## config.mk

```make
export PLATFORM = sky130hd
export DESIGN_NAME = pad_hit_detector_crosstalk_unit
export DESIGN_NICKNAME = d
export VERILOG_FILES = /design/src/rtl/core/phd_pkg.sv /design/src/rtl/core/pad_hit_detector_crosstalk_unit.sv /design/src/rtl/core/phd_ctrl.sv /design/src/rtl/core/phd_datapath.sv
export SDC_FILE = /design/constraint.sdc
export NUM_CORES = 2
export LEC_CHECK = 0
export ABC_AREA = 0
export BUFFER_PORTS_ARGS = -buffer_cell sky130_fd_sc_hd__buf_2
export CORE_AREA = 3 3 438 440
export DETAILED_ROUTE_END_ITERATION = 7
export DIE_AREA = 0 0 441 443
export SLEW_MARGIN = 20
export SYNTH_ARGS = -nofsm -noshare
export SYNTH_HDL_FRONTEND = slang
export SYNTH_SLANG_ARGS = --single-unit
```

## constraint.sdc

```tcl
create_clock -name clk -period 18 [get_ports clk]
set_input_delay 0 -clock clk [delete_from_list [all_inputs] [get_ports clk]]
set_output_delay 0 -clock clk [all_outputs]
set_load 0.01 [all_outputs]
```

## src/rtl/core/phd_pkg.sv

```systemverilog
package phd_pkg;

  localparam int PAD_COUNT_DEF = 8;

  // Field widths of the stream words
  localparam int SAMPLE_W = 12;
  localparam int TIME_W   = 32;
  localparam int PADF_W   = 3;
  localparam int LEVEL_W  = 7;
  localparam int MS_W     = 10;
  localparam int PCT_W    = 7;
  localparam int WIN_W    = 8;
  localparam int CMD_W    = 2;
  localparam int CFG_W    = 12;
  localparam int CFG_IDX_W = 3;

  localparam int IN_W  = 104;
  localparam int OUT_W = 16;

  // Input word bit offsets, lowest field first
  localparam int OFS_PAD    = 0;
  localparam int OFS_SAMPLE = OFS_PAD + PADF_W;
  localparam int OFS_NOW    = OFS_SAMPLE + SAMPLE_W;
  localparam int OFS_TGT    = OFS_NOW + TIME_W;
  localparam int OFS_LEVEL  = OFS_TGT + PADF_W;
  localparam int OFS_THR    = OFS_LEVEL + LEVEL_W;
  localparam int OFS_SCAN   = OFS_THR + SAMPLE_W;
  localparam int OFS_LOCK   = OFS_SCAN + MS_W;
  localparam int OFS_MASK   = OFS_LOCK + MS_W;

  // Shared 12x7 multiplier and divide-by-100 through a reciprocal
  localparam int PROD_W      = SAMPLE_W + PCT_W;
  localparam int QUOT_W      = SAMPLE_W + 1;
  localparam int RECIP_W     = 20;
  localparam int RECIP_SHIFT = 26;
  localparam logic [RECIP_W-1:0] RECIP_100 = 20'd671089;

  localparam logic [TIME_W-1:0]  SCAN_MIN_MS   = 32'd2;
  localparam logic [LEVEL_W-1:0] LEVEL_MAX     = 7'd100;
  localparam logic [PCT_W-1:0]   ALLOWED_FLOOR = 7'd5;

  typedef enum logic [CMD_W-1:0] {
    CMD_SAMPLE = 2'd0,
    CMD_XTALK  = 2'd1,
    CMD_PADSET = 2'd2
  } cmd_t;

  typedef struct packed {
    logic [WIN_W-1:0]    window_ms;
    logic [PCT_W-1:0]    base_pct;
    logic [SAMPLE_W-1:0] min_fall;
    logic [PCT_W-1:0]    fall_pct;
    logic [PCT_W-1:0]    strong_pct;
    logic [SAMPLE_W-1:0] rest_level;
  } cfg_t;

  typedef struct packed {
    logic capture;
    logic read;
    logic mul;
    logic recip;
    logic decide;
    logic bleed;
    logic emit;
  } ctl_t;

  typedef struct packed {
    logic is_sample;
    logic end_scan;
    logic emit_blocked;
  } stat_t;

  function automatic logic [LEVEL_W-1:0] default_level(input logic [3:0] src,
                                                       input logic [3:0] tgt);
    logic [LEVEL_W-1:0] lv;
    case ({src, tgt})
      8'h02:   lv = 7'd15;
      8'h13:   lv = 7'd25;
      8'h34:   lv = 7'd35;
      8'h43:   lv = 7'd35;
      8'h53:   lv = 7'd30;
      8'h54:   lv = 7'd30;
      default: lv = '0;
    endcase
    return lv;
  endfunction

endpackage

```

## src/rtl/core/pad_hit_detector_crosstalk_unit.sv

```systemverilog
// Drum pad hit detector with crosstalk rejection.
//
// Input stream (s_*): one word per item. s_tuser carries the command
// (sample, crosstalk level write, pad settings write); s_tdata carries the
// pad, sample, millisecond time and write operands.
// Output stream (m_*): one word per accepted hit, pad and peak.
// Config port (cfg_*): six registers, written at any edge with cfg_we high.
//
// The controller walks each word through read, multiply, reciprocal divide
// and decide steps around one shared 12x7 multiplier. A sample that ends a
// peak scan goes on through bleed and emit steps; a write command stops after
// read. The shared multiplier and the per-pad state read set these steps.
// A hit is registered into m_tvalid at the emit step.
//
// Reset clears the pad phases, the last-hit mark and the crosstalk
// overrides (defaults read back). Pad settings must be written before use.
// A stalled receiver holds the hit in the output register; new words are
// still taken; a second hit holds emit, and input, until the first is taken.
module pad_hit_detector_crosstalk_unit #(
  parameter int PAD_COUNT = phd_pkg::PAD_COUNT_DEF
) (
  input  logic                          clk,
  input  logic                          rst,
  input  logic                          s_tvalid,
  output logic                          s_tready,
  // pad[2:0], sample[14:3], now_ms[46:15], target_pad[49:47], level[56:50],
  // threshold[68:57], scan_ms[78:69], lock_ms[88:79], mask_ms[98:89], zeros
  input  logic [phd_pkg::IN_W-1:0]      s_tdata,
  // cmd[1:0]
  input  logic [phd_pkg::CMD_W-1:0]     s_tuser,
  output logic                          m_tvalid,
  input  logic                          m_tready,
  // hit_pad[2:0], hit_peak[14:3], zero[15]
  output logic [phd_pkg::OUT_W-1:0]     m_tdata,
  input  logic                          cfg_we,
  input  logic [phd_pkg::CFG_IDX_W-1:0] cfg_addr,
  input  logic [phd_pkg::CFG_W-1:0]     cfg_data
);

  typedef enum logic [phd_pkg::CFG_IDX_W-1:0] {
    REG_WINDOW = 3'd0,
    REG_BASE   = 3'd1,
    REG_MINFALL = 3'd2,
    REG_FALLPCT = 3'd3,
    REG_STRONG = 3'd4,
    REG_REST   = 3'd5
  } reg_idx_t;

  phd_pkg::cfg_t  cfg;
  phd_pkg::ctl_t  ctl;
  phd_pkg::stat_t stat;

  // Config registers; addresses past the list drop the write
  always_ff @(posedge clk) begin
    if (rst) begin
      cfg.window_ms  <= 8'd25;
      cfg.base_pct   <= 7'd45;
      cfg.min_fall   <= 12'd24;
      cfg.fall_pct   <= 7'd4;
      cfg.strong_pct <= 7'd65;
      cfg.rest_level <= 12'd40;
    end else if (cfg_we) begin
      unique case (cfg_addr)
        REG_WINDOW:  cfg.window_ms  <= cfg_data[7:0];
        REG_BASE:    cfg.base_pct   <= cfg_data[6:0];
        REG_MINFALL: cfg.min_fall   <= cfg_data;
        REG_FALLPCT: cfg.fall_pct   <= cfg_data[6:0];
        REG_STRONG:  cfg.strong_pct <= cfg_data[6:0];
        REG_REST:    cfg.rest_level <= cfg_data;
        default: ;
      endcase
    end
  end

  phd_ctrl u_ctrl (
    .clk      (clk),
    .rst      (rst),
    .s_tvalid (s_tvalid),
    .s_tready (s_tready),
    .stat     (stat),
    .ctl      (ctl)
  );

  phd_datapath #(
    .PAD_COUNT (PAD_COUNT)
  ) u_datapath (
    .clk      (clk),
    .rst      (rst),
    .ctl      (ctl),
    .stat     (stat),
    .cfg      (cfg),
    .s_tdata  (s_tdata),
    .s_tuser  (s_tuser),
    .m_tvalid (m_tvalid),
    .m_tready (m_tready),
    .m_tdata  (m_tdata)
  );

`ifndef SYNTHESIS
  // One word in flight: the word after acceptance is never taken at once
  a_one_word: assert property (@(posedge clk) disable iff (rst)
    (s_tvalid && s_tready) |=> !s_tready)
    else $error("word accepted while previous word in flight");

  // A hit appears only while a word is being worked on
  a_hit_busy: assert property (@(posedge clk) disable iff (rst)
    $rose(m_tvalid) |-> $past(!s_tready))
    else $error("hit raised with no word in flight");

  // Output register empty after reset
  a_rst_out: assert property (@(posedge clk)
    rst |=> !m_tvalid)
    else $error("hit valid after reset");
`endif

endmodule

```

## src/rtl/core/phd_ctrl.sv

```systemverilog
module phd_ctrl (
  input  logic           clk,
  input  logic           rst,
  input  logic           s_tvalid,
  output logic           s_tready,
  input  phd_pkg::stat_t stat,
  output phd_pkg::ctl_t  ctl
);

  typedef enum logic [6:0] {
    ST_IDLE   = 7'b0000001,
    ST_READ   = 7'b0000010,
    ST_MUL    = 7'b0000100,
    ST_RECIP  = 7'b0001000,
    ST_DECIDE = 7'b0010000,
    ST_BLEED  = 7'b0100000,
    ST_EMIT   = 7'b1000000
  } state_t;

  state_t state, state_next;

  always_ff @(posedge clk) begin
    if (rst) begin
      state <= ST_IDLE;
    end else begin
      state <= state_next;
    end
  end

  always_comb begin
    state_next = state;
    unique case (state)
      ST_IDLE:   if (s_tvalid) state_next = ST_READ;
      ST_READ:   state_next = stat.is_sample ? ST_MUL : ST_IDLE;
      ST_MUL:    state_next = ST_RECIP;
      ST_RECIP:  state_next = ST_DECIDE;
      ST_DECIDE: state_next = stat.end_scan ? ST_BLEED : ST_IDLE;
      ST_BLEED:  state_next = ST_EMIT;
      ST_EMIT:   if (!stat.emit_blocked) state_next = ST_IDLE;
      default:   state_next = ST_IDLE;
    endcase
  end

  assign s_tready    = (state == ST_IDLE);
  assign ctl.capture = (state == ST_IDLE) && s_tvalid;
  assign ctl.read    = (state == ST_READ);
  assign ctl.mul     = (state == ST_MUL);
  assign ctl.recip   = (state == ST_RECIP);
  assign ctl.decide  = (state == ST_DECIDE);
  assign ctl.bleed   = (state == ST_BLEED);
  assign ctl.emit    = (state == ST_EMIT);

endmodule

```

## src/rtl/core/phd_datapath.sv

```systemverilog
module phd_datapath #(
  parameter int PAD_COUNT = phd_pkg::PAD_COUNT_DEF
) (
  input  logic                        clk,
  input  logic                        rst,
  input  phd_pkg::ctl_t               ctl,
  output phd_pkg::stat_t              stat,
  input  phd_pkg::cfg_t               cfg,
  input  logic [phd_pkg::IN_W-1:0]    s_tdata,
  input  logic [phd_pkg::CMD_W-1:0]   s_tuser,
  output logic                        m_tvalid,
  input  logic                        m_tready,
  output logic [phd_pkg::OUT_W-1:0]   m_tdata
);

  localparam int PW       = (PAD_COUNT > 1) ? $clog2(PAD_COUNT) : 1;
  localparam int XA_W     = 2 * PW;
  localparam int XT_DEPTH = 1 << XA_W;
  localparam int SW       = phd_pkg::SAMPLE_W;
  localparam int TW       = phd_pkg::TIME_W;
  localparam int MW       = phd_pkg::MS_W;
  localparam int LW       = phd_pkg::LEVEL_W;
  localparam int QW       = phd_pkg::QUOT_W;
  localparam int PRW      = phd_pkg::PROD_W;

  typedef enum logic [1:0] {
    PH_IDLE = 2'd0,
    PH_SCAN = 2'd1,
    PH_LOCK = 2'd2,
    PH_MASK = 2'd3
  } phase_t;

  // Captured word
  logic [phd_pkg::CMD_W-1:0]  it_cmd;
  logic [phd_pkg::PADF_W-1:0] it_pad, it_tgt;
  logic [SW-1:0]              it_v, it_thr;
  logic [TW-1:0]              it_now;
  logic [LW-1:0]              it_level;
  logic [MW-1:0]              it_scan, it_lock, it_mask;

  always_ff @(posedge clk) begin
    if (ctl.capture) begin
      it_cmd   <= s_tuser;
      it_pad   <= s_tdata[phd_pkg::OFS_PAD +: phd_pkg::PADF_W];
      it_v     <= s_tdata[phd_pkg::OFS_SAMPLE +: SW];
      it_now   <= s_tdata[phd_pkg::OFS_NOW +: TW];
      it_tgt   <= s_tdata[phd_pkg::OFS_TGT +: phd_pkg::PADF_W];
      it_level <= s_tdata[phd_pkg::OFS_LEVEL +: LW];
      it_thr   <= s_tdata[phd_pkg::OFS_THR +: SW];
      it_scan  <= s_tdata[phd_pkg::OFS_SCAN +: MW];
      it_lock  <= s_tdata[phd_pkg::OFS_LOCK +: MW];
      it_mask  <= s_tdata[phd_pkg::OFS_MASK +: MW];
    end
  end

  logic          pad_ok, tgt_ok;
  logic [PW-1:0] pidx, tidx;

  assign pad_ok = (32'(it_pad) < PAD_COUNT);
  assign tgt_ok = (32'(it_tgt) < PAD_COUNT);
  assign pidx   = PW'(it_pad);
  assign tidx   = PW'(it_tgt);
  assign stat.is_sample = pad_ok && (it_cmd == phd_pkg::CMD_SAMPLE);

  // Per-pad state and settings
  phase_t        phase  [PAD_COUNT];
  logic [SW-1:0] peak   [PAD_COUNT];
  logic [TW-1:0] timer  [PAD_COUNT];
  logic [SW-1:0] prev   [PAD_COUNT];
  logic [SW-1:0] lockpk [PAD_COUNT];
  logic [SW-1:0] thr_tb [PAD_COUNT];
  logic [MW-1:0] scan_tb[PAD_COUNT];
  logic [MW-1:0] lock_tb[PAD_COUNT];
  logic [MW-1:0] mask_tb[PAD_COUNT];

  // Last accepted hit
  logic          last_valid;
  logic [PW-1:0] last_pad;
  logic [SW-1:0] last_peak;
  logic [TW-1:0] last_time;

  always_ff @(posedge clk) begin
    if (ctl.read && pad_ok && (it_cmd == phd_pkg::CMD_PADSET)) begin
      thr_tb[pidx]  <= it_thr;
      scan_tb[pidx] <= it_scan;
      lock_tb[pidx] <= it_lock;
      mask_tb[pidx] <= it_mask;
    end
  end

  // Crosstalk levels, row = source pad; unwritten entries read their default
  logic [LW-1:0]   xt_mem  [XT_DEPTH];
  logic            xt_valid[XT_DEPTH];
  logic [XA_W-1:0] xt_waddr, xt_raddr;
  logic            xt_we;
  logic [LW-1:0]   xt_wdata, xt_rd, xt_def;
  logic            xt_rd_valid;
  logic [LW-1:0]   xt_level;

  assign xt_we    = ctl.read && pad_ok && tgt_ok && (it_cmd == phd_pkg::CMD_XTALK)
                    && (it_tgt != it_pad);
  assign xt_waddr = {pidx, tidx};
  assign xt_raddr = {last_pad, pidx};
  assign xt_wdata = (it_level > phd_pkg::LEVEL_MAX) ? phd_pkg::LEVEL_MAX : it_level;

  always_ff @(posedge clk) begin
    if (xt_we) begin
      xt_mem[xt_waddr] <= xt_wdata;
    end
    if (ctl.read) begin
      xt_rd <= xt_mem[xt_raddr];
    end
  end

  always_ff @(posedge clk) begin
    if (rst) begin
      for (int i = 0; i < XT_DEPTH; i++) begin
        xt_valid[i] <= 1'b0;
      end
      xt_rd_valid <= 1'b0;
    end else begin
      if (xt_we) begin
        xt_valid[xt_waddr] <= 1'b1;
      end
      if (ctl.read) begin
        xt_rd_valid <= xt_valid[xt_raddr];
      end
    end
  end

  always_ff @(posedge clk) begin
    if (ctl.read) begin
      xt_def <= phd_pkg::default_level(4'(last_pad), 4'(pidx));
    end
  end

  assign xt_level = xt_rd_valid ? xt_rd : xt_def;

  // Snapshot of the pad
  phase_t        r_phase;
  logic [SW-1:0] r_peak, r_prev, r_lockpk, r_thr;
  logic [TW-1:0] r_elapsed, r_hit_age;
  logic [MW-1:0] r_scan, r_lock, r_mask;

  always_ff @(posedge clk) begin
    if (ctl.read) begin
      r_phase   <= phase[pidx];
      r_peak    <= (it_v > peak[pidx]) ? it_v : peak[pidx];
      r_lockpk  <= (it_v > lockpk[pidx]) ? it_v : lockpk[pidx];
      r_prev    <= prev[pidx];
      r_thr     <= thr_tb[pidx];
      r_scan    <= scan_tb[pidx];
      r_lock    <= lock_tb[pidx];
      r_mask    <= mask_tb[pidx];
      r_elapsed <= it_now - timer[pidx];
      r_hit_age <= it_now - last_time;
    end
  end

  // Shared multiplier: fall or retrigger product, then bleed limit
  logic [PRW-1:0]             prod;
  logic [SW-1:0]              mul_a;
  logic [phd_pkg::PCT_W-1:0]  mul_b;
  logic signed [LW:0]         allowed_diff;
  logic [phd_pkg::PCT_W-1:0]  allowed;

  assign allowed_diff = $signed({1'b0, cfg.base_pct}) - $signed({1'b0, xt_level});
  assign allowed = (allowed_diff < $signed({1'b0, phd_pkg::ALLOWED_FLOOR}))
                   ? phd_pkg::ALLOWED_FLOOR : allowed_diff[LW-1:0];

  always_comb begin
    if (ctl.bleed) begin
      mul_a = last_peak;
      mul_b = allowed;
    end else if (r_phase == PH_SCAN) begin
      mul_a = r_peak;
      mul_b = cfg.fall_pct;
    end else begin
      mul_a = r_lockpk;
      mul_b = cfg.strong_pct;
    end
  end

  always_ff @(posedge clk) begin
    if (ctl.mul || ctl.bleed) begin
      prod <= mul_a * mul_b;
    end
  end

  // Divide by 100 through a reciprocal
  logic [PRW+phd_pkg::RECIP_W-1:0] recip_full;
  logic [QW-1:0]                   quot;

  assign recip_full = prod * phd_pkg::RECIP_100;

  always_ff @(posedge clk) begin
    if (ctl.recip) begin
      quot <= QW'(recip_full >> phd_pkg::RECIP_SHIFT);
    end
  end

  // Phase decisions
  logic [QW-1:0] delta, lim;
  logic          prev_drop, peak_drop, falling, end_scan;
  logic          to_mask, retrig, start, mask_done;

  assign delta     = ({1'b0, cfg.min_fall} > quot) ? {1'b0, cfg.min_fall} : quot;
  assign prev_drop = (r_prev >= it_v) && ({1'b0, r_prev - it_v} >= delta);
  assign peak_drop = ({1'b0, r_peak - it_v} >= delta);
  assign falling   = (r_elapsed >= phd_pkg::SCAN_MIN_MS) && (prev_drop || peak_drop);
  assign end_scan  = (r_phase == PH_SCAN) && (falling || (r_elapsed >= TW'(r_scan)));

  assign lim       = ({1'b0, r_thr} > quot) ? {1'b0, r_thr} : quot;
  assign to_mask   = (r_elapsed >= TW'(r_lock)) || (it_v <= cfg.rest_level);
  assign retrig    = (it_v > r_thr) && ({1'b0, it_v} >= lim);
  assign start     = (it_v > r_thr);
  assign mask_done = (r_elapsed >= TW'(r_mask));

  assign stat.end_scan = end_scan;

  // Bleed test: peak*100/last_peak < allowed, written without a divide
  logic           bleed_pre, bleed;
  logic [PRW-1:0] peak100;

  always_ff @(posedge clk) begin
    if (ctl.bleed) begin
      bleed_pre <= last_valid && (last_pad != pidx) &&
                   (r_hit_age <= TW'(cfg.window_ms)) &&
                   (last_peak != '0) && (xt_level != '0);
    end
  end

  assign peak100 = PRW'(r_peak * 7'd100);
  assign bleed   = bleed_pre && (peak100 < prod);
  assign stat.emit_blocked = !bleed && m_tvalid && !m_tready;

  logic emit_go, hit_go;
  assign emit_go = ctl.emit && !stat.emit_blocked;
  assign hit_go  = emit_go && !bleed;

  // Pad state updates
  always_ff @(posedge clk) begin
    if (rst) begin
      for (int i = 0; i < PAD_COUNT; i++) begin
        phase[i] <= PH_IDLE;
      end
    end else if (ctl.decide && !end_scan) begin
      unique case (r_phase)
        PH_IDLE: if (start) phase[pidx] <= PH_SCAN;
        PH_SCAN: ;
        PH_LOCK: begin
          if (to_mask) phase[pidx] <= PH_MASK;
          else if (retrig) phase[pidx] <= PH_SCAN;
        end
        PH_MASK: if (mask_done) phase[pidx] <= PH_IDLE;
        default: ;
      endcase
    end else if (emit_go) begin
      phase[pidx] <= (r_lock != '0) ? PH_LOCK : PH_MASK;
    end
  end

  always_ff @(posedge clk) begin
    if (ctl.decide && !end_scan) begin
      unique case (r_phase)
        PH_IDLE: begin
          if (start) begin
            peak[pidx]  <= it_v;
            prev[pidx]  <= it_v;
            timer[pidx] <= it_now;
          end
        end
        PH_SCAN: begin
          peak[pidx] <= r_peak;
          prev[pidx] <= it_v;
        end
        PH_LOCK: begin
          lockpk[pidx] <= r_lockpk;
          if (to_mask) begin
            timer[pidx] <= it_now;
            prev[pidx]  <= '0;
          end else if (retrig) begin
            peak[pidx]  <= it_v;
            prev[pidx]  <= it_v;
            timer[pidx] <= it_now;
          end
        end
        PH_MASK: begin
          if (mask_done) begin
            peak[pidx]   <= '0;
            prev[pidx]   <= '0;
            lockpk[pidx] <= '0;
          end
        end
        default: ;
      endcase
    end else if (emit_go) begin
      peak[pidx]   <= r_peak;
      prev[pidx]   <= '0;
      timer[pidx]  <= it_now;
      lockpk[pidx] <= r_peak;
    end
  end

  // Last hit and output register
  always_ff @(posedge clk) begin
    if (rst) begin
      last_valid <= 1'b0;
      m_tvalid   <= 1'b0;
    end else begin
      if (hit_go) begin
        last_valid <= 1'b1;
        m_tvalid   <= 1'b1;
      end else if (m_tready) begin
        m_tvalid <= 1'b0;
      end
    end
  end

  always_ff @(posedge clk) begin
    if (hit_go) begin
      last_pad  <= pidx;
      last_peak <= r_peak;
      last_time <= it_now;
      m_tdata   <= {1'b0, r_peak, phd_pkg::PADF_W'(pidx)};
    end
  end

endmodule

```

Word level (Yosys, flattened, before mapping)
Memories as Yosys holds them, arrays and structs flattened. A register that Yosys moved wholly into a read port is not among the register bits.
Index checks and enable logic that the tools add are counted.
{ "word_totals": {"ff_bits": 353, "ram_bits": 1408, "input_bits": 126, "mem_count": 11} }
{ "memory_table": {"columns": ["memory", "words", "word_bits", "read_ports", "rd_ports_with_merged_regs", "wr", "line", "rtl"], "rows": [
  ["u_datapath.xt_mem", 64, 7, 1, 1, 1, "phd_datapath.sv:92", "logic [LW-1:0] xt_mem [XT_DEPTH];"],
  ["u_datapath.timer", 8, 32, 1, 1, 1, "phd_datapath.sv:68", "logic [TW-1:0] timer [PAD_COUNT];"],
  ["u_datapath.lockpk", 8, 12, 1, 1, 1, "phd_datapath.sv:70", "logic [SW-1:0] lockpk [PAD_COUNT];"],
  ["u_datapath.peak", 8, 12, 1, 1, 1, "phd_datapath.sv:67", "logic [SW-1:0] peak [PAD_COUNT];"],
  ["u_datapath.prev", 8, 12, 1, 1, 1, "phd_datapath.sv:69", "logic [SW-1:0] prev [PAD_COUNT];"],
  ["u_datapath.thr_tb", 8, 12, 1, 1, 1, "phd_datapath.sv:71", "logic [SW-1:0] thr_tb [PAD_COUNT];"],
  ["5 more memories", null, null, null, null, null, null, null]
]} }
{ "classes": {"addsub": 5, "n_mul": 3, "n_lt_le_gt_ge": 18, "eq_ne": 27, "mux": 91, "n_bitwise": 18, "n_reduce_logical": 44} }
{ "op_table": {"columns": ["cell", "n"], "rows": [
  ["2-to-1 mux 12 bit", 15],
  ["greater-or-equal comparator 32 x 10 -> 1 bit", 3],
  ["2-to-1 mux 32 bit", 3],
  ["subtractor 32 bit", 2],
  ["2-to-1 mux 1 bit", 50],
  ["2-to-1 mux 7 bit", 7],
  ["one-hot mux 7 bit (7 select lines)", 1],
  ["greater-or-equal comparator 12 x 13 -> 1 bit", 3],
  ["multiplier 19 x 20 -> 39 bit, second input constant", 1],
  ["greater-than comparator 12 bit", 3],
  ["greater-or-equal comparator 32 x 2 -> 1 bit, second input constant", 1],
  ["<= comparator 32 x 8 -> 1 bit", 1],
  ["greater-than comparator 12 x 13 -> 1 bit", 2],
  ["2-to-1 mux 13 bit", 2],
  ["one-hot mux 6 bit (4 select lines)", 1],
  ["subtractor 12 bit", 2],
  ["< comparator 19 bit", 1],
  ["multiplier 12 x 7 -> 19 bit", 1],
  ["equality test 6 bit, second input constant", 3],
  ["logical AND 1 bit", 18],
  ["OR 1 bit", 18],
  ["multiplier 12 x 5 -> 17 bit, second input constant", 1],
  ["2-to-1 mux 3 bit", 5],
  ["AND reduction 2 bit", 7],
  ["other kinds (34)", 55]
]} }

Longest topological paths before layout
{ "logic_depth": {"word_depth": 19, "depth_mapped": 30, "ltp_nobuf": 29} }

Modules after synthesis
Synthesis repeated with hierarchy kept, for this count alone.
{ "hier_totals": {"hier_cells": 5838, "area_unflattened_um2": 84920.2} }
{ "modules_own_cells": {"columns": ["mod", "n_inst", "cells_each", "area_per_inst_um2"], "rows": [
  ["phd_datapath", 1, 5593, 82387.8],
  ["pad_hit_detector_crosstalk_unit", 1, 198, 2120.8],
  ["phd_ctrl", 1, 47, 411.6]
]} }

Worst setup path before layout
Ideal clock, no wire load.
{ "synth_timing": {"kind": "register to register", "startpoint": "register u_ctrl.state[2]", "endpoint": "memory u_datapath.lock_tb[1][0] (netlist name), enable pin", "t_arrival_ns": 6.853, "path_slack_ns": 10.706, "stages_incl_launch_ff": 7, "n_path_buf": 0, "synth_period_minus_slack_ns": 7.294, "cell_sequence": "dfxtp_1 > or2_1 > nor4_1 > nand3b_1 > inv_1 > nand3b_1 > nor2_1"} }
{ "synth_via": {"elab_chain_len": 4} }
{ "synth_lines": {"columns": ["item", "line", "rtl"], "rows": [
  ["start: declaration", "phd_ctrl.sv:20", "state_t state, state_next;"],
  ["start signal: assignment", "phd_ctrl.sv:26", "state <= state_next;"],
  ["equality test 7 x 2 -> 1 bit", "phd_ctrl.sv:46", "assign ctl.read = (state == ST_READ);"],
  ["logical AND 1 bit", "phd_datapath.sv:83", "if (ctl.read && pad_ok && (it_cmd == phd_pkg::CMD_PADSET)) begin"],
  ["2-to-1 mux 1 bit", "phd_datapath.sv:83", null],
  ["2-to-1 mux 1 bit (not written as such)", "phd_datapath.sv:86", "lock_tb[pidx] <= it_lock;"],
  ["end: declaration", "phd_datapath.sv:73", "logic [MW-1:0] lock_tb[PAD_COUNT];"]
]} }
Every way passes these cells.

Final worst setup path
{ "layout_timing": {"startpoint": "register u_datapath.xt_rd_valid, read port of u_datapath.xt_valid", "endpoint": "register u_datapath.prod[18] (data pin)"} }
{ "layout_via": {"elab_chain_len": 6} }
{ "layout_lines": {"columns": ["item", "line", "rtl"], "rows": [
  ["start: declaration", "phd_datapath.sv:97", "logic xt_rd_valid;"],
  ["2-to-1 mux 7 bit (*)", "phd_datapath.sv:137", "assign xt_level = xt_rd_valid ? xt_rd : xt_def;"],
  ["subtractor 7 x 7 -> 8 bit (*)", "phd_datapath.sv:167", "assign allowed_diff = $signed({1'b0, cfg.base_pct}) - $signed({1'b0, xt_level});"],
  ["< comparator 8 x 4 -> 1 bit", "phd_datapath.sv:168", "assign allowed = (allowed_diff < $signed({1'b0, phd_pkg::ALLOWED_FLOOR}))"],
  ["2-to-1 mux 7 bit (*)", "phd_datapath.sv:169", "? phd_pkg::ALLOWED_FLOOR : allowed_diff[LW-1:0];"],
  ["2-to-1 mux 7 bit (*)", "phd_datapath.sv:172", "if (ctl.bleed) begin"],
  ["multiplier 12 x 7 -> 19 bit (*)", "phd_datapath.sv:186", "prod <= mul_a * mul_b;"],
  ["end signal: assignment", "phd_datapath.sv:186", null],
  ["end: declaration", "phd_datapath.sv:161", "logic [PRW-1:0] prod;"]
]} }
Every way passes the cells marked *; elsewhere a longest branch is shown, timed or not.
A chain may end at the register's enable or synchronous reset.

==> results.json <==
{
  "cp_data_required_time_ns": 18.59,
  "hp-start": "cfg_data[11]",
  "whs_endpoint": "cfg[37]$_SDFFE_PP0P_",
  "h-tree-depth": 4,
  "final_antenna_net_count": 0,
  "drcViolationCount": 0,
  "r2r-start": "u_datapath.xt_rd_valid$_SDFFE_PP0N_",
  "relSlewSlack_pct": 26.5,
  "clk_pin_slew_worst_paths_ns": 0.06,
  "initial_core_util_pct": 45.0,
  "synth_area_um2": 84600,
  "hold_path.class": "in -> reg",
  "hold_depth": 4,
  "fp.dieW_um": 441,
  "period_share_pct": 42.5,
  "syn_avg_cell_area_um2": 14.4,
  "p_leak_uw": 0.0358,
  "grt_pass1_vias": 51821,
  "antenna_found_initial": 11,
  "die_h_um": 443,
  "drt_iter0_drc": 4475,
  "ys_async_sr_fraction_pct": 0,
  "multiInputGateArea_um2": 29300,
  "path_delay_family": "compound AO/OA/AOI/OAI gates",
  "nNetsFinal": 7172,
  "min_period_ns": 7.65,
  "core_region_area_um2": 188000,
  "fin_skew_ns": 0.0317,
  "synthTopCellsByArea": "edfxtp_1 60%, ha_1 7.3%, fa_1 4.4%",
  "cts_setup_buffers": 0,
  "hold_violations": 0,
  "grt_pass1_wl_um": 329000,
  "num_io_pins": 144,
  "finalMaxSlewViolations": 0,
  "io_buffers": 137,
  "fmax_mhz": 131,
  "fin_tns_setup_ns": 0,
  "clock_sinks": 1812,
  "root_buffer": "clkbuf_16",
  "ys.flop_type": "edfxtp_1",
  "tightestPinTransition_ns": 1.09,
  "grt_max_degree": 102,
  "final.fill_count": 15666,
  "clk_latency_ns": 0.84,
  "via_per_inst": 5.71,
  "reg2reg_slack_ns": 10.35,
  "rsz0062_at_grt": "false",
  "start_kind": "register",
  "yosysUniqueCellTypes": 92,
  "synth-seq-area-share_pct": 62.8,
  "post_cts_resized": 0,
  "gr-total-overflow": 0,
  "critical-path-max-stage-delay_ns": 0.68,
  "wl_um": 221000,
  "num_vias": 51523,
  "reg2reg_to": "u_datapath.prod[18]$_DFFE_PP_",
  "die_area_um2": 195000,
  "hpwl_um": 141000,
  "cp_max_fo": 12,
  "clockBufferDepth": 3,
  "hold_slack_ns": 0.0526,
  "seqCellArea_um2": 53100,
  "synth_top_area_share_pct": 59.7,
  "rows": 159,
  "ys_seq_elements": 1812,
  "cellPowerDensity_nw_per_um2": 97.2,
  "grt_util_all_layers_pct": 22.5,
  "synthTopCellsByCount": "1682 x edfxtp_1, 494 x ha_1, 469 x inv_1, 383 x nor2_1, 337 x a22oi_1",
  "cts_tree": "yes",
  "yosysMostFrequentCell": "edfxtp_1",
  "ff2ff_path_depth": 27,
  "arrival_ns": 8.24,
  "synthToLayoutAreaGrowth_pct": 15.3,
  "endpoint_kind": "register",
  "finalWeightedCongestion": 0.898,
  "drt-wirelength-per-cell_um": 24.5,
  "irDropWorstVdd_v": 0.000107,
  "postLayoutCoreUtil_pct": 51.9,
  "setup_viol": 0,
  "drive_above_1_share_pct": 12.0,
  "ys_warn_count": 0,
  "critPathBufInv": 4,
  "synthCells": 5876,
  "status": "finished clean",
  "synth_edf_count": 1682,
  "criticalPathCategory": "reg -> reg",
  "drv_cap": 0,
  "slowest_stage": "o32a_1",
  "synth_largest_area_cell": "edfxtp_1",
  "first_pass_iters": 6,
  "cts_buffers": 188
}
## where the power goes
part | internal [uW] | leakage [uW] | switching, uW | total, uW
sequential | 4670 | 0.0163 | 58.3 | 4730
combinational | 328 | 0.0164 | 472 | 800
clock | 2310 | 0.00309 | 1630 | 3950
## stage by stage
step	power (uW)	instance area [um2]	setup slack, ns	std cells
floorplan	5310	84800	10.71	5932
global placement	5560	88800	10.41	8434
detailed placement	5580	88800	10.40	8434
CTS	9550	97400	10.38	9020
global route	9800	97500	9.73	9024
finish	9480	97500	10.35	9026
## placed cells by master (no fill, tap or decap), types with 44 or more instances in the layout
cell           netlist  routed
edfxtp_1          1682    1682
nor4_1              49      44
fa_1               187     187
inv_1              469     467
nand4_1            112     112
dlygate4sd3_1        0     236
nor2_1             383     365
o21ai_0            123     123
dfxtp_1            130     127
nand2_1            233     233
nor3_1              59      58
nand3_1             68      68
xnor2_1             65      65
a21oi_1            244     238
mux4_2             118     118
buf_4                1     111
mux2i_1            131     131
a21o_1              66      66
nand2b_1            51      51
buf_2               34     136
clkbuf_16            0     193
conb_1               1      57
ha_1               494     493
nor2b_1             65      60
a22oi_1            337     337
a22o_1              49      49
## timing repair
item | in CTS | in global routing
hold buffers | 236 | 0
endpoints found under the setup margin | 0 | 0
hold endpoints to repair | 213 | 0
## routing by layer
layer / up-vias / global-route usage (%) / wire (um)
met5: - / 0 / 0
met4: 0 / 7.51 / 7360
met3: 387 / 3.23 / 12500
met2: 1617 / 37.9 / 109000
met1: 26170 / 29.9 / 91600
li1: 23349 / - / -
## kinds of logic after synthesis
kind of cell | after synthesis | share of synthesized area [%]
DFF | 1812 | 62.8
other | 1 | 0.00443
buffers and inverters | 711 | 3.21
adders and majority gates | 681 | 11.7
muxes | 276 | 5.05
AOI/OAI and AO/OA | 1147 | 9.57
and+or+nand+nor | 1146 | 6.58
xor gates and xnor gates | 102 | 1.06
## how the worst max path moves through the flow
| stage | to | startpoint | cells after the start |
|---|---|---|---|
| finish | u_datapath.prod[18]$_DFFE_PP_ | u_datapath.xt_rd_valid$_SDFFE_PP0N_ | 27 |
| global route | u_datapath.prod[18]$_DFFE_PP_ | u_datapath.xt_rd_valid$_SDFFE_PP0N_ | 28 |
| CTS | u_datapath.prod[18]$_DFFE_PP_ | u_datapath.xt_rd_valid$_SDFFE_PP0N_ | 28 |
| detailed placement | u_datapath.prod[18]$_DFFE_PP_ | u_datapath.xt_rd_valid$_SDFFE_PP0N_ | 28 |
| global placement | u_datapath.prev[4][2]$_DFFE_PP_ | u_datapath.r_peak[2]$_DFFE_PN_ | 26 |
| floorplan | u_datapath.lock_tb[1][0]$_DFFE_PP_ | u_ctrl.state[2]$_SDFFE_PP0P_ | 6 |
## sequential cells by signal (all words and copies together), names as in the netlist, 13 cells and up, named ones only
register              count
u_datapath.thr_tb        96
u_datapath.r_elapsed     32
u_datapath.mask_tb       80
u_datapath.it_now        32
u_datapath.prev          96
u_datapath.prod          19
u_datapath.timer        256
u_datapath.lock_tb       80
u_datapath.phase         16
u_datapath.lockpk        96
u_datapath.xt_valid      64
cfg                      53
u_datapath.xt_mem       448
u_datapath.quot          13
u_datapath.scan_tb       80
u_datapath.last_time     32
u_datapath.r_hit_age     32
u_datapath.peak          96
## worst register-to-register path: cells and delay by family (launching register included)
family / cells / cell delay [ns]
AOI/OAI and AO/OA: 13 / 3.15
adders and majority gates: 6 / 2.62
DFF: 1 / 0.55
muxes: 1 / 0.43
and+or+nand+nor: 2 / 0.38
buffers and inverters: 4 / 0.24
xor gates and xnor gates: 1 / 0.08
## cell type report
type	count	share of cell area (%)
tap	2495	3.20
inverter	469	1.82
sequential	1812	54.5
timing repair buffer	485	4.02
multi-input combinational	3409	30.0
clock inverter	103	1.17
clock buffer	247	5.30
antenna	6	0.0154
No activity file was read; power rests on OpenSTA's default activity.
